==> src/rtl/core/bmdf_pkg.sv <==
// Package for the binary mask density filter.
// Holds the sizing constants, register index codes and the position record type.
// No dependencies.
package bmdf_pkg;

  localparam int MaxWidth = 1024;
  localparam int ColW     = $clog2(MaxWidth);
  localparam int CfgWidW  = 11;
  localparam int CmpW     = (CfgWidW > ColW + 1) ? CfgWidW : ColW + 1;
  localparam int HgtW     = 16;
  localparam int PixW     = 8;
  localparam int DenW     = 4;
  localparam int CntW     = 4;

  localparam logic [1:0] RegMinDensity = 2'd0;
  localparam logic [1:0] RegFgValue    = 2'd1;
  localparam logic [1:0] RegImgWidth   = 2'd2;
  localparam logic [1:0] RegImgHeight  = 2'd3;

  typedef struct packed {
    logic [ColW-1:0] col;
    logic            produce;
    logic            last;
  } pos_info_t;

endpackage

==> src/rtl/core/bmdf_line_mem.sv <==
// Line store for the density filter: two mask bits per column.
// Synchronous memory with one read and one write port, read data registered.
// Depends on bmdf_pkg.
module bmdf_line_mem (
  input  logic                      clk,
  input  logic                      rd_en,
  input  logic [bmdf_pkg::ColW-1:0] rd_addr,
  output logic [1:0]                rd_data,
  input  logic                      wr_en,
  input  logic [bmdf_pkg::ColW-1:0] wr_addr,
  input  logic [1:0]                wr_data
);

  logic [1:0] mem [bmdf_pkg::MaxWidth];
  logic [1:0] rd_data_r;

  always_ff @(posedge clk) begin
    if (wr_en) begin
      mem[wr_addr] <= wr_data;
    end
  end

  always_ff @(posedge clk) begin
    if (rd_en) begin
      rd_data_r <= mem[rd_addr];
    end
  end

  assign rd_data = rd_data_r;

endmodule

==> src/rtl/core/bmdf_pos.sv <==
// Raster position counters for the density filter.
// Decides per accepted beat whether an interior result follows and whether it ends the frame.
// Depends on bmdf_pkg.
module bmdf_pos (
  input  logic                         clk,
  input  logic                         rst_n,
  input  logic                         step,
  input  logic                         frame_start,
  input  logic [bmdf_pkg::CfgWidW-1:0] img_width,
  input  logic [bmdf_pkg::HgtW-1:0]    img_height,
  output bmdf_pkg::pos_info_t          info
);

  logic [bmdf_pkg::ColW-1:0] col_r, col_nxt;
  logic [bmdf_pkg::HgtW-1:0] row_r, row_nxt;
  logic [bmdf_pkg::ColW-1:0] col_cur;
  logic [bmdf_pkg::HgtW-1:0] row_cur;
  logic [bmdf_pkg::CmpW-1:0] w_full, w_use, col_ext, col_plus;
  logic [bmdf_pkg::HgtW-1:0] h_use;
  logic [bmdf_pkg::HgtW:0]   row_plus;

  always_comb begin
    w_full = bmdf_pkg::CmpW'(img_width);
    if (w_full < bmdf_pkg::CmpW'(3)) begin
      w_use = bmdf_pkg::CmpW'(3);
    end else if (w_full > bmdf_pkg::CmpW'(bmdf_pkg::MaxWidth)) begin
      w_use = bmdf_pkg::CmpW'(bmdf_pkg::MaxWidth);
    end else begin
      w_use = w_full;
    end
    h_use = (img_height < bmdf_pkg::HgtW'(3)) ? bmdf_pkg::HgtW'(3) : img_height;

    col_cur  = frame_start ? '0 : col_r;
    row_cur  = frame_start ? '0 : row_r;
    col_ext  = bmdf_pkg::CmpW'(col_cur);
    col_plus = col_ext + bmdf_pkg::CmpW'(1);
    row_plus = {1'b0, row_cur} + (bmdf_pkg::HgtW+1)'(1);

    info.col     = col_cur;
    info.produce = (row_cur >= bmdf_pkg::HgtW'(2)) && (col_ext >= bmdf_pkg::CmpW'(2)) &&
                   (row_cur < h_use) && (col_ext < w_use);
    info.last    = (row_cur == h_use - bmdf_pkg::HgtW'(1)) &&
                   (col_ext == w_use - bmdf_pkg::CmpW'(1));

    if (col_plus >= w_use) begin
      col_nxt = '0;
      row_nxt = (row_plus >= {1'b0, h_use}) ? '0 : row_plus[bmdf_pkg::HgtW-1:0];
    end else begin
      col_nxt = col_plus[bmdf_pkg::ColW-1:0];
      row_nxt = row_cur;
    end
  end

  always_ff @(posedge clk) begin
    if (!rst_n) begin
      col_r <= '0;
      row_r <= '0;
    end else if (step) begin
      col_r <= col_nxt;
      row_r <= row_nxt;
    end
  end

endmodule

==> src/rtl/core/bmdf_window.sv <==
// 3x3 window and neighbor count of the density filter.
// Builds the current column from the line store word, counts neighbors and decides the result.
// Depends on bmdf_pkg.
module bmdf_window (
  input  logic                       clk,
  input  logic                       rst_n,
  input  logic                       step,
  input  logic                       fg_bit,
  input  logic [1:0]                 rd_word,
  input  logic [bmdf_pkg::DenW-1:0]  min_density,
  input  logic [bmdf_pkg::PixW-1:0]  fg_value,
  output logic [1:0]                 wr_word,
  output logic [bmdf_pkg::PixW-1:0]  result
);

  logic [5:0] window_r, window_nxt;
  logic [2:0] cur_col, prev, older;
  logic [bmdf_pkg::CntW-1:0] count;

  always_comb begin
    cur_col = {fg_bit, rd_word[1], rd_word[0]};
    prev    = window_r[2:0];
    older   = window_r[5:3];
    count   = bmdf_pkg::CntW'(older[0]) + bmdf_pkg::CntW'(older[1]) +
              bmdf_pkg::CntW'(older[2]) + bmdf_pkg::CntW'(cur_col[0]) +
              bmdf_pkg::CntW'(cur_col[1]) + bmdf_pkg::CntW'(cur_col[2]) +
              bmdf_pkg::CntW'(prev[0]) + bmdf_pkg::CntW'(prev[2]);
    result  = (prev[1] && (count >= min_density)) ? fg_value : '0;
    wr_word = {fg_bit, rd_word[1]};
    window_nxt = {prev, cur_col};
  end

  always_ff @(posedge clk) begin
    if (!rst_n) begin
      window_r <= '0;
    end else if (step) begin
      window_r <= window_nxt;
    end
  end

endmodule

==> src/rtl/core/binary_mask_density_filter.sv <==
// Binary 3x3 density filter on a raster-order stream of mask pixels.
// Input beats carry one pixel in in_tdata and the frame start flag in in_tuser.
// Each pixel is compared with fg_value; the bit goes into a line store memory and a
// 3x3 window. Interior pixels give one output beat: fg_value if the center is
// foreground and at least min_density of its eight neighbors are, else zero.
// Border pixels give no beat. out_tlast marks the last interior result of a frame.
// One pixel is accepted per cycle unless a receiver stall fills both stages. Each
// beat passes through the line store read stage and then the output register.
// The line store is read at one column when a beat is accepted and written back
// when the beat leaves the read stage; a repeat of the same column in consecutive
// beats is forwarded around the memory. When the receiver stalls, the output
// register and the read stage hold and in_tready drops only while both are full.
// Reset clears the counters, the window and the valid flags and loads the register
// defaults (min_density 4, fg_value 255, 640 by 480). The line store is not cleared.
// The user must write registers through the APB port only while no pixel is in flight; the block does not enforce this.
module binary_mask_density_filter (
  input  logic        clk,
  input  logic        rst_n,
  input  logic        in_tvalid,
  output logic        in_tready,
  input  logic [7:0]  in_tdata,   // [7:0] pixel
  input  logic        in_tuser,   // [0] frame_start
  output logic        out_tvalid,
  input  logic        out_tready,
  output logic [7:0]  out_tdata,  // [7:0] filtered_pixel
  output logic        out_tlast,
  input  logic        cfg_psel,
  input  logic        cfg_penable,
  input  logic        cfg_pwrite,
  input  logic [3:0]  cfg_paddr,
  input  logic [31:0] cfg_pwdata,
  output logic [31:0] cfg_prdata,
  output logic        cfg_pready
);

  logic [bmdf_pkg::DenW-1:0]    min_density_r;
  logic [bmdf_pkg::PixW-1:0]    fg_value_r;
  logic [bmdf_pkg::CfgWidW-1:0] img_width_r;
  logic [bmdf_pkg::HgtW-1:0]    img_height_r;
  logic                         cfg_wr;
  logic [1:0]                   cfg_idx;

  logic                         in_acc, adv;
  bmdf_pkg::pos_info_t          pos;
  logic                         in_bit;

  logic                         s1_v_r;
  logic [bmdf_pkg::ColW-1:0]    s1_col_r;
  logic                         s1_bit_r, s1_produce_r, s1_last_r;
  logic                         fwd_hit_r;
  logic [1:0]                   fwd_word_r;
  logic                         fwd_hit_nxt;

  logic [1:0]                   mem_rd, rd_word, wr_word;
  logic [bmdf_pkg::PixW-1:0]    result;

  logic                         out_v_r;
  logic [bmdf_pkg::PixW-1:0]    out_data_r;
  logic                         out_last_r;

  assign cfg_pready = 1'b1;
  assign cfg_idx    = cfg_paddr[3:2];
  assign cfg_wr     = cfg_psel && cfg_penable && cfg_pwrite && cfg_pready;

  always_ff @(posedge clk) begin
    if (!rst_n) begin
      min_density_r <= bmdf_pkg::DenW'(4);
      fg_value_r    <= bmdf_pkg::PixW'(255);
      img_width_r   <= bmdf_pkg::CfgWidW'(640);
      img_height_r  <= bmdf_pkg::HgtW'(480);
    end else if (cfg_wr) begin
      case (cfg_idx)
        bmdf_pkg::RegMinDensity: min_density_r <= cfg_pwdata[bmdf_pkg::DenW-1:0];
        bmdf_pkg::RegFgValue:    fg_value_r    <= cfg_pwdata[bmdf_pkg::PixW-1:0];
        bmdf_pkg::RegImgWidth:   img_width_r   <= cfg_pwdata[bmdf_pkg::CfgWidW-1:0];
        bmdf_pkg::RegImgHeight:  img_height_r  <= cfg_pwdata[bmdf_pkg::HgtW-1:0];
        default: ;
      endcase
    end
  end

  always_comb begin
    case (cfg_idx)
      bmdf_pkg::RegMinDensity: cfg_prdata = 32'(min_density_r);
      bmdf_pkg::RegFgValue:    cfg_prdata = 32'(fg_value_r);
      bmdf_pkg::RegImgWidth:   cfg_prdata = 32'(img_width_r);
      bmdf_pkg::RegImgHeight:  cfg_prdata = 32'(img_height_r);
      default:                 cfg_prdata = '0;
    endcase
  end

  assign adv       = s1_v_r && (!out_v_r || out_tready);
  assign in_tready = !s1_v_r || adv;
  assign in_acc    = in_tvalid && in_tready;
  assign in_bit    = (in_tdata == fg_value_r);

  bmdf_pos u_pos (
    .clk         (clk),
    .rst_n       (rst_n),
    .step        (in_acc),
    .frame_start (in_tuser),
    .img_width   (img_width_r),
    .img_height  (img_height_r),
    .info        (pos)
  );

  bmdf_line_mem u_mem (
    .clk     (clk),
    .rd_en   (in_acc),
    .rd_addr (pos.col),
    .rd_data (mem_rd),
    .wr_en   (adv),
    .wr_addr (s1_col_r),
    .wr_data (wr_word)
  );

  assign fwd_hit_nxt = adv && (s1_col_r == pos.col);
  assign rd_word     = fwd_hit_r ? fwd_word_r : mem_rd;

  always_ff @(posedge clk) begin
    if (!rst_n) begin
      s1_v_r <= 1'b0;
    end else if (in_acc) begin
      s1_v_r <= 1'b1;
    end else if (adv) begin
      s1_v_r <= 1'b0;
    end
  end

  always_ff @(posedge clk) begin
    if (in_acc) begin
      s1_col_r     <= pos.col;
      s1_bit_r     <= in_bit;
      s1_produce_r <= pos.produce;
      s1_last_r    <= pos.last;
      fwd_hit_r    <= fwd_hit_nxt;
      fwd_word_r   <= wr_word;
    end
  end

  bmdf_window u_window (
    .clk         (clk),
    .rst_n       (rst_n),
    .step        (adv),
    .fg_bit      (s1_bit_r),
    .rd_word     (rd_word),
    .min_density (min_density_r),
    .fg_value    (fg_value_r),
    .wr_word     (wr_word),
    .result      (result)
  );

  always_ff @(posedge clk) begin
    if (!rst_n) begin
      out_v_r <= 1'b0;
    end else if (adv) begin
      out_v_r <= s1_produce_r;
    end else if (out_tready) begin
      out_v_r <= 1'b0;
    end
  end

  always_ff @(posedge clk) begin
    if (adv) begin
      out_data_r <= result;
      out_last_r <= s1_last_r;
    end
  end

  assign out_tvalid = out_v_r;
  assign out_tdata  = out_data_r;
  assign out_tlast  = out_last_r;

  a_stall_only_when_full: assert property (@(posedge clk) disable iff (!rst_n)
    !in_tready |-> (s1_v_r && out_v_r && !out_tready))
    else $error("input stalled while a stage was free");

  a_read_stage_holds: assert property (@(posedge clk) disable iff (!rst_n)
    (s1_v_r && !adv) |=> (s1_v_r && $stable(s1_col_r) && $stable(s1_bit_r)))
    else $error("read stage lost its beat during a stall");

  a_forward_same_col: assert property (@(posedge clk) disable iff (!rst_n)
    (in_acc && adv && (s1_col_r == pos.col)) |=> fwd_hit_r)
    else $error("back to back access to one column not forwarded");

  a_out_only_from_stage: assert property (@(posedge clk) disable iff (!rst_n)
    $rose(out_v_r) |-> $past(adv && s1_produce_r))
    else $error("output beat without an interior pixel behind it");

endmodule
==> config.mk <==
export PLATFORM = sky130hd
export DESIGN_NAME = binary_mask_density_filter
export DESIGN_NICKNAME = d
export VERILOG_FILES = /design/src/rtl/core/bmdf_pkg.sv /design/src/rtl/core/bmdf_line_mem.sv /design/src/rtl/core/bmdf_pos.sv /design/src/rtl/core/bmdf_window.sv /design/src/rtl/core/binary_mask_density_filter.sv
export SDC_FILE = /design/constraint.sdc
export NUM_CORES = 2
export LEC_CHECK = 0
export ABC_AREA = 1
export BUFFER_PORTS_ARGS = -buffer_cell sky130_fd_sc_hd__buf_2
export CAP_MARGIN = 20
export CORE_ASPECT_RATIO = 0.6
export CORE_MARGIN = 8
export CORE_UTILIZATION = 50
export DETAILED_ROUTE_END_ITERATION = 10
export PLACE_DENSITY_LB_ADDON = 0.12
export SETUP_SLACK_MARGIN = 0.2
export SLEW_MARGIN = 15
export SYNTH_ARGS = -nofsm -noshare
export SYNTH_HDL_FRONTEND = slang
export SYNTH_SLANG_ARGS = --single-unit
==> constraint.sdc <==
create_clock -name clk -period 27.2 [get_ports clk]
set_clock_uncertainty 0.1 [all_clocks]
set_input_delay 4.08 -clock clk [delete_from_list [all_inputs] [get_ports clk]]
set_output_delay 4.08 -clock clk [all_outputs]
set_load 0.01 [all_outputs]
* Word level (Yosys, flattened, before mapping)
Memories as Yosys holds them, arrays and structs flattened. A register that Yosys moved wholly into a read port is not among the register bits.
Cells that the tools add are included.
** Cells by class
- Add/sub/neg operators :: 11
- $lt $le $gt $ge :: 10
- Equality and inequality tests :: 7
- Multiplexer cells :: 16
- Reduce and logical (&&, ||, !) cells :: 21
** Operators with widths (number)
- case mux 32 bit (4 select lines) :: 1
- two-way mux 16 bit :: 4
- adder 4 x 1 -> 4 bit :: 6
- two-way mux 11 bit :: 2
- two-way mux 10 bit :: 2
- adder 16 x 1 -> 17 bit, second input constant :: 1
- greater-or-equal comparator 17 x 16 -> 1 bit :: 1
- == test 16 bit :: 1
- greater-or-equal comparator 16 x 2 -> 1 bit, second input constant :: 1
- less-than comparator 16 bit :: 1
- less-than comparator 16 x 2 -> 1 bit, second input constant :: 1
- subtractor 16 x 1 -> 16 bit, second input constant :: 1
- adder 10 x 1 -> 11 bit, second input constant :: 1
- == test 10 x 11 -> 1 bit :: 1
- greater-or-equal comparator 11 bit :: 1
- greater-than comparator 11 bit, second input constant :: 1
- less-than comparator 10 x 11 -> 1 bit :: 1
- less-than comparator 11 x 2 -> 1 bit, second input constant :: 1
- subtractor 11 x 1 -> 11 bit, second input constant :: 1
- == test 10 bit :: 1
- greater-or-equal comparator 10 x 2 -> 1 bit, second input constant :: 1
- logical AND 1 bit :: 10
- == test 8 bit :: 1
- AND reduction 2 bit :: 4
- 10 further kinds :: 19
** Word-level totals
- Flip-flop bits (word level) :: 98
- RAM bits :: 2048
- Input port bits :: 52
- Output and inout bits :: 44
- Word-level logic and storage cells :: 83
- Memories kept :: 1
** Memory list
- u_mem.mem :: depth 1024, width 2, rd ports 1, clocked after Yosys merged registers in 1, write ports 1, RTL line bmdf_line_mem.sv:14 : logic [1:0] mem [bmdf_pkg::MaxWidth];

* Longest topological paths before layout
- Word-level depth :: 9
- Mapped depth :: 24
- Mapped depth without buffers :: 22

* By module
Synthesis repeated with hierarchy kept, for this count alone.
** Second synthesis, totals
- Cell total of the unflattened synthesis :: 9116
- Area total of the unflattened synthesis :: 94919.8 um^2
** By module, submodules not included
- bmdf_line_mem :: times used 1, cells an instance 7976, area an instance 86973.4 um^2
- bmdf_pos :: times used 1, cells an instance 739, area an instance 4468.0 um^2
- binary_mask_density_filter :: times used 1, cells an instance 322, area an instance 2887.8 um^2
- bmdf_window :: times used 1, cells an instance 79, area an instance 590.6 um^2

* Worst setup path before layout
No wires, ideal clock.
- Kind :: reg2reg
- From :: register s1_bit_r
- To :: register out_data_r, in the netlist out_tdata[0], data pin
- Setup time :: 269 ps
- Data arrival time :: 16492 ps
- Required time :: 26831 ps
- Path slack :: 10339 ps
- Cell stages (with the launch flop) :: 13
- Buffers on the path :: 0
- Period minus slack after synthesis :: 16861 ps
- Cell sequence :: edfxtp_1 inv_1 fa_1 fa_1 fa_1 fa_1 inv_1 ha_1 a21boi_0 o21a_1 o21a_1 o21ai_1 nor2_1
** On the way
- Cells in the longest elaborated chain, start to end :: 5
** Ends and longest elaborated chain
- start, declared :: RTL line binary_mask_density_filter.sv:49 : logic s1_bit_r, s1_produce_r, s1_last_r;
- start signal, assigned :: RTL line binary_mask_density_filter.sv:133 : s1_bit_r <= in_bit;
- adder 4 x 1 -> 4 bit (2 in a row) :: RTL line bmdf_window.sv:26 : bmdf_pkg::CntW'(cur_col[1]) + bmdf_pkg::CntW'(cur_col[2]) +
- adder 4 x 1 -> 4 bit :: RTL line bmdf_window.sv:27 : bmdf_pkg::CntW'(prev[0]) + bmdf_pkg::CntW'(prev[2]);
- greater-or-equal comparator 4 bit :: RTL line bmdf_window.sv:28 : result = (prev[1] && (count >= min_density)) ? fg_value : '0;
- logical AND 1 bit :: RTL line bmdf_window.sv:28
- end signal, assigned :: RTL line binary_mask_density_filter.sv:165 : out_data_r <= result;
- end, declared :: RTL line binary_mask_density_filter.sv:58 : logic [bmdf_pkg::PixW-1:0] out_data_r;
Every way passes these cells.
A chain may end at the register's enable or synchronous reset.

* Worst setup path after layout
- From :: input cfg_paddr[3]
- To :: output cfg_prdata[1]
** On the way
- Cells in the longest elaborated chain, start to end :: 2
- Elaborated cells on any way between the ends :: 5
- Classes of those cells :: eq/ne (3); mux (1); reduce/logical (1)
** Ends and longest elaborated chain
- start, declared :: RTL line binary_mask_density_filter.sv:30 : input logic [3:0] cfg_paddr,
- == test 2 bit, or another cell as far along :: RTL line binary_mask_density_filter.sv:83 : case (cfg_idx)
- case mux 32 bit (4 select lines) (*) :: RTL line binary_mask_density_filter.sv:83
- end, declared :: RTL line binary_mask_density_filter.sv:32 : output logic [31:0] cfg_prdata,
Every way passes the cells marked *; elsewhere a longest branch is shown, timed or not. The select of a mux whose other input is x is not followed.

==> results.rst <==
.. list-table::
   :header-rows: 1

   * - Metric
     - Value
   * - TritonCTS clock tree
     - done
   * - Post-DP HPWL
     - 144000 µm
   * - Slew headroom
     - 16.7%
   * - MaxCap Viol Count
     - 0
   * - Maximum count of clock buffers along a single path
     - 4
   * - Area of the placeable core
     - between 150000 and 200000 µm²
   * - Clock latency reported for the late side of the worst-skew pair
     - about 0.87 ns
   * - Cell taking the most area after synthesis
     - sky130_fd_sc_hd__edfxtp_1
   * - Number of distinct library cells after synthesis
     - between 40 and 50
   * - Number of hold-repair buffers added at the cts stage
     - 0
   * - Post-CTS setup buffer count
     - 0
   * - Tightest hold margin
     - between 0.3 and 0.4 ns
   * - Routability Congestion
     - between 0.8 and 0.9
   * - Startpoint kind of the worst setup timing path
     - input pin
   * - Total overflow reported by the global router
     - 0
   * - Worst Hold Launch
     - s1_last_r
   * - Vias in the first global route
     - 64.2k
   * - Data required time at the worst endpoint
     - 23.02 ns
   * - Area after detailed placement
     - just under 100000 µm²
   * - Number of slew-limit violations in the final report
     - 0
   * - Worst reg2reg startpoint
     - u_pos.col_r[0]
   * - Critical path peak fanout
     - 7
   * - GRT Util Overall
     - ~26%
   * - Least setup slack across all paths after layout
     - around 18 ns
   * - First-iteration detailed-routing DRC count
     - between 9k and 10k
   * - Number of search-and-repair iterations in the first detailed-routing pass
     - 6
   * - RSZ-0062 raised after global routing
     - false
   * - Type of the tightest min-delay check
     - reg -> reg
   * - Post-synthesis area per instance
     - roughly 10 µm²
   * - Count of synthesis-stage warnings from yosys
     - 0
   * - Slowest Stage Delay on Critical Path
     - about 0.32 ns
   * - Worst hold path cell count
     - 0
   * - Type of destination of the critical path
     - output port
   * - Register-to-register path setup slack
     - approximately 22 ns
   * - Initial core utilization
     - between 50% and 60%
   * - Fraction of layout cells with a size suffix above 1
     - approximately 5.7%
   * - Final design instance area without fill
     - 106000 µm²
   * - Core Util, Final
     - 54.7%
   * - Via density per instance
     - 5.68
   * - Remaining number of nets flagged by the antenna check after routing
     - 0
   * - Die outline width
     - a little under 600 µm
   * - FP Rows
     - roughly 130
   * - Chip Height
     - 357 µm
   * - Fraction of the cycle the final worst path needs
     - about a third
   * - Async set-reset flop share out of synthesis
     - 0%
   * - Initial antenna violation count
     - 19
   * - Most used flip-flop cell after synthesis
     - sky130_fd_sc_hd__edfxtp_1
   * - Gate family responsible for the most delay along the worst path
     - buffers and inverters
   * - Result of the run
     - finished, final reports clean
   * - NumNets Final
     - around 9.5k
   * - Worst R2R End
     - u_mem.rd_data[1]
   * - IO buf count
     - 60
   * - Total of cells resized after clock tree synthesis
     - 0
   * - Critical path data arrival time
     - between 5 and 6 ns
   * - Total of flip-flops plus latches after synthesis
     - around 2.1k
   * - Overall via count from detail_route
     - 68.8k
   * - Total length of routed wires
     - 278000 µm
   * - Detailed-route wire length per cell
     - about 23 µm
   * - Number of CTS-inserted buffers
     - 202
   * - Ordered cell list for the critical path
     - buf_2 > inv_1 > nor2_1 > inv_1 > o22ai_1 > a21oi_1 > o21ai_0 > buf_2
   * - Hold Path Sink
     - out_tlast
   * - DRC errors left
     - 0
   * - Leakage
     - slightly below 40 nW
   * - Synth Cell Area
     - just under 100000 µm²
   * - Clk pin slew, worst setup/hold paths
     - 0.06 ns
   * - Total Die Area
     - 209000 µm²
   * - Number of flops mapped to enable cells by yosys
     - ~2.1k
   * - Final setup violation count
     - 0
   * - Largest cells by area after synthesis
     - sky130_fd_sc_hd__edfxtp_1 (64%), sky130_fd_sc_hd__nand2_1 (7.1%), sky130_fd_sc_hd__nand3_1 (6.5%), sky130_fd_sc_hd__nor2_1 (5.0%), sky130_fd_sc_hd__inv_1 (4.4%)
   * - Total I/O pin count
     - 96
   * - Power density of the placed cells
     - approximately 63 nW/µm²
   * - Clk sink count
     - 2148
   * - Peak supply drop
     - between 0.00005 and 0.00006 V
   * - Mapped Cells
     - slightly below 10k
   * - H-tree levels
     - 4
   * - Total buffers and inverters traversed by the critical path
     - 4
   * - Area share of the largest cell type after synthesis
     - between 60% and 70%
   * - CTS root buffer
     - sky130_fd_sc_hd__clkbuf_16
   * - Count of final hold-check violations
     - 0
   * - First-pass GRT wire length
     - a little over 400000 µm
   * - Maximum number of pins on one net before global-route repair
     - between 200 and 250
   * - Max Clk Rate
     - between 0.1 and 0.15 GHz
   * - FF-to-FF path depth
     - 15
   * - Measured slew at the worst slew-check pin
     - between 1 and 1.5 ns
   * - Part of the Yosys area used for sequential elements
     - between 60% and 70%
   * - Growth of design area from synthesis to finish
     - 8.78%
   * - Library cell contributing the largest single delay on the critical path
     - sky130_fd_sc_hd__o22ai_1
   * - Worst Setup Path Type
     - in -> out
   * - Setup TNS
     - 0 ns
   * - FILL cells
     - about 17k
   * - Clock period minus worst slack
     - between 9 and 10 ns
   * - Worst-case setup slack after placement
     - around 18 ns
[synth_stat cells (3+ instances only)]
cell / count
sky130_fd_sc_hd__a211oi_1: 4
sky130_fd_sc_hd__a21oi_1: 246
sky130_fd_sc_hd__buf_1: 84
sky130_fd_sc_hd__buf_2: 176
sky130_fd_sc_hd__buf_4: 18
sky130_fd_sc_hd__clkbuf_1: 401
sky130_fd_sc_hd__clkinv_1: 5
sky130_fd_sc_hd__dfxtp_1: 73
sky130_fd_sc_hd__edfxtp_1: 2075
sky130_fd_sc_hd__fa_1: 4
sky130_fd_sc_hd__ha_1: 66
sky130_fd_sc_hd__inv_1: 1149
sky130_fd_sc_hd__inv_2: 4
sky130_fd_sc_hd__nand2_1: 1841
sky130_fd_sc_hd__nand3_1: 1252
sky130_fd_sc_hd__nand3b_1: 3
sky130_fd_sc_hd__nand4_1: 25
sky130_fd_sc_hd__nor2_1: 1287
sky130_fd_sc_hd__nor2_2: 5
sky130_fd_sc_hd__nor2_4: 4
sky130_fd_sc_hd__nor3_1: 37
sky130_fd_sc_hd__nor4_1: 10
sky130_fd_sc_hd__o211ai_1: 369
sky130_fd_sc_hd__o21ai_0: 352
sky130_fd_sc_hd__o21ai_1: 20
sky130_fd_sc_hd__o221ai_1: 6
sky130_fd_sc_hd__o22ai_1: 11
sky130_fd_sc_hd__or2_2: 21
sky130_fd_sc_hd__xnor2_1: 13
sky130_fd_sc_hd__xor2_1: 39
[power breakdown]
group	total, mW	internal [mW]	switching (mW)
combinational	0.291	0.0691	0.222
sequential	3.64	3.64	0.00462
clock	2.73	1.51	1.22
total	6.66	5.21	1.45
[how the worst max path moves through the flow]
stage | startpoint | endpoint | slack (ns) | cells after the start
final | cfg_paddr[3] | cfg_prdata[1] | 17.67 | 8
after global routing | cfg_paddr[3] | cfg_prdata[1] | 17.59 | 8
after CTS | cfg_paddr[2] | cfg_prdata[2] | 17.74 | 6
after detailed placement | in_tuser | u_mem.rd_data[1] | 17.54 | 18
after global placement | in_tuser | u_mem.rd_data[1] | 17.51 | 18
after floorplan | s1_bit_r | out_tdata[0] | 10.34 | 12
[final cells by class]
class	instances	area (µm²)	share of cell area [%]
Inverter	1158	4380	4.14
Timing Repair Buffer	189	1520	1.44
Multi-Input combinational cell	5650	26600	25.1
Antenna cell	1	2.50	0.00237
Clock inverter	95	688	0.651
Sequential cell	2148	63800	60.4
Tap cell	2603	3260	3.08
Clock buffer	259	5490	5.20
[layout by cell type (no fill, tap or decap), drive strengths merged, types with 39 or more instances in the layout]
| cell | n |
|---|---|
| nor2 | 1296 |
| buf | 189 |
| ha | 66 |
| nor3 | 39 |
| dfxtp | 73 |
| edfxtp | 2075 |
| clkbuf | 259 |
| nand2 | 1843 |
| nand3 | 1252 |
| o211ai | 369 |
| o21ai | 372 |
| clkinv | 84 |
| xor2 | 39 |
| inv | 1156 |
| a21oi | 246 |
[state kept, by name, indices dropped and copies added (netlist names), 2 cells and up]
signal,count
img_width_r,11
fwd_word_r,2
u_pos.col_r,10
u_mem.rd_data,2
s1_col_r,10
u_mem.mem,2048
u_window.window_r,6
fg_value_r,8
min_density_r,4
u_pos.row_r,16
img_height_r,16
out_tdata,8
[worst register-to-register path, cell delays in order, from the launching register on]
cell and delay (ns):
sky130_fd_sc_hd__dfxtp_1 0.38, sky130_fd_sc_hd__nand2_8 0.54, sky130_fd_sc_hd__buf_4 0.86, sky130_fd_sc_hd__buf_4 0.82
sky130_fd_sc_hd__buf_4 0.78, sky130_fd_sc_hd__nand2_1 0.18, sky130_fd_sc_hd__o211ai_1 0.14, sky130_fd_sc_hd__nand3_1 0.10
sky130_fd_sc_hd__nand3_1 0.15, sky130_fd_sc_hd__nand3_1 0.13, sky130_fd_sc_hd__nand3_1 0.14, sky130_fd_sc_hd__nand3_1 0.13
sky130_fd_sc_hd__nand3_1 0.20, sky130_fd_sc_hd__nand2_1 0.13, sky130_fd_sc_hd__nand3_1 0.12, sky130_fd_sc_hd__nand2_1 0.11
[stage by stage]
step | instances | total power [mW]
global route | 12100 | 6.85
CTS | 12100 | 6.70
finish | 12100 | 6.66
global placement | 11700 | 3.99
detailed placement | 11700 | 4.00
floorplan | 9635 | 3.95
[routing by layer]
| metal | routed length (µm) | vias to the layer above | share of wire (%) | global-route usage [%] |
|---|---|---|---|---|
| met1 | 123000 | 33300 | 44 | 39.1 |
| li1 | - | 31800 | - | - |
| met5 | 24 | - | 0.0086 | 0 |
| met4 | 5940 | 4 | 2.1 | 5.69 |
| met3 | 30200 | 394 | 11 | 5.18 |
| met2 | 119000 | 3255 | 43 | 39.0 |
[logic make-up after synthesis]
family,count (synthesis),synth area share [%]
and+or+nand+nor,4489,19.2
DFF,2148,65.7
buffers and inverters,1837,7.39
AOI/OAI and AO/OA,1020,6.29
adders and majority gates,70,0.933
xor gates and xnor gates,53,0.492
other,2,0.00773
muxes,1,0.0103
Note: power is estimated with default switching activity, not from simulation.
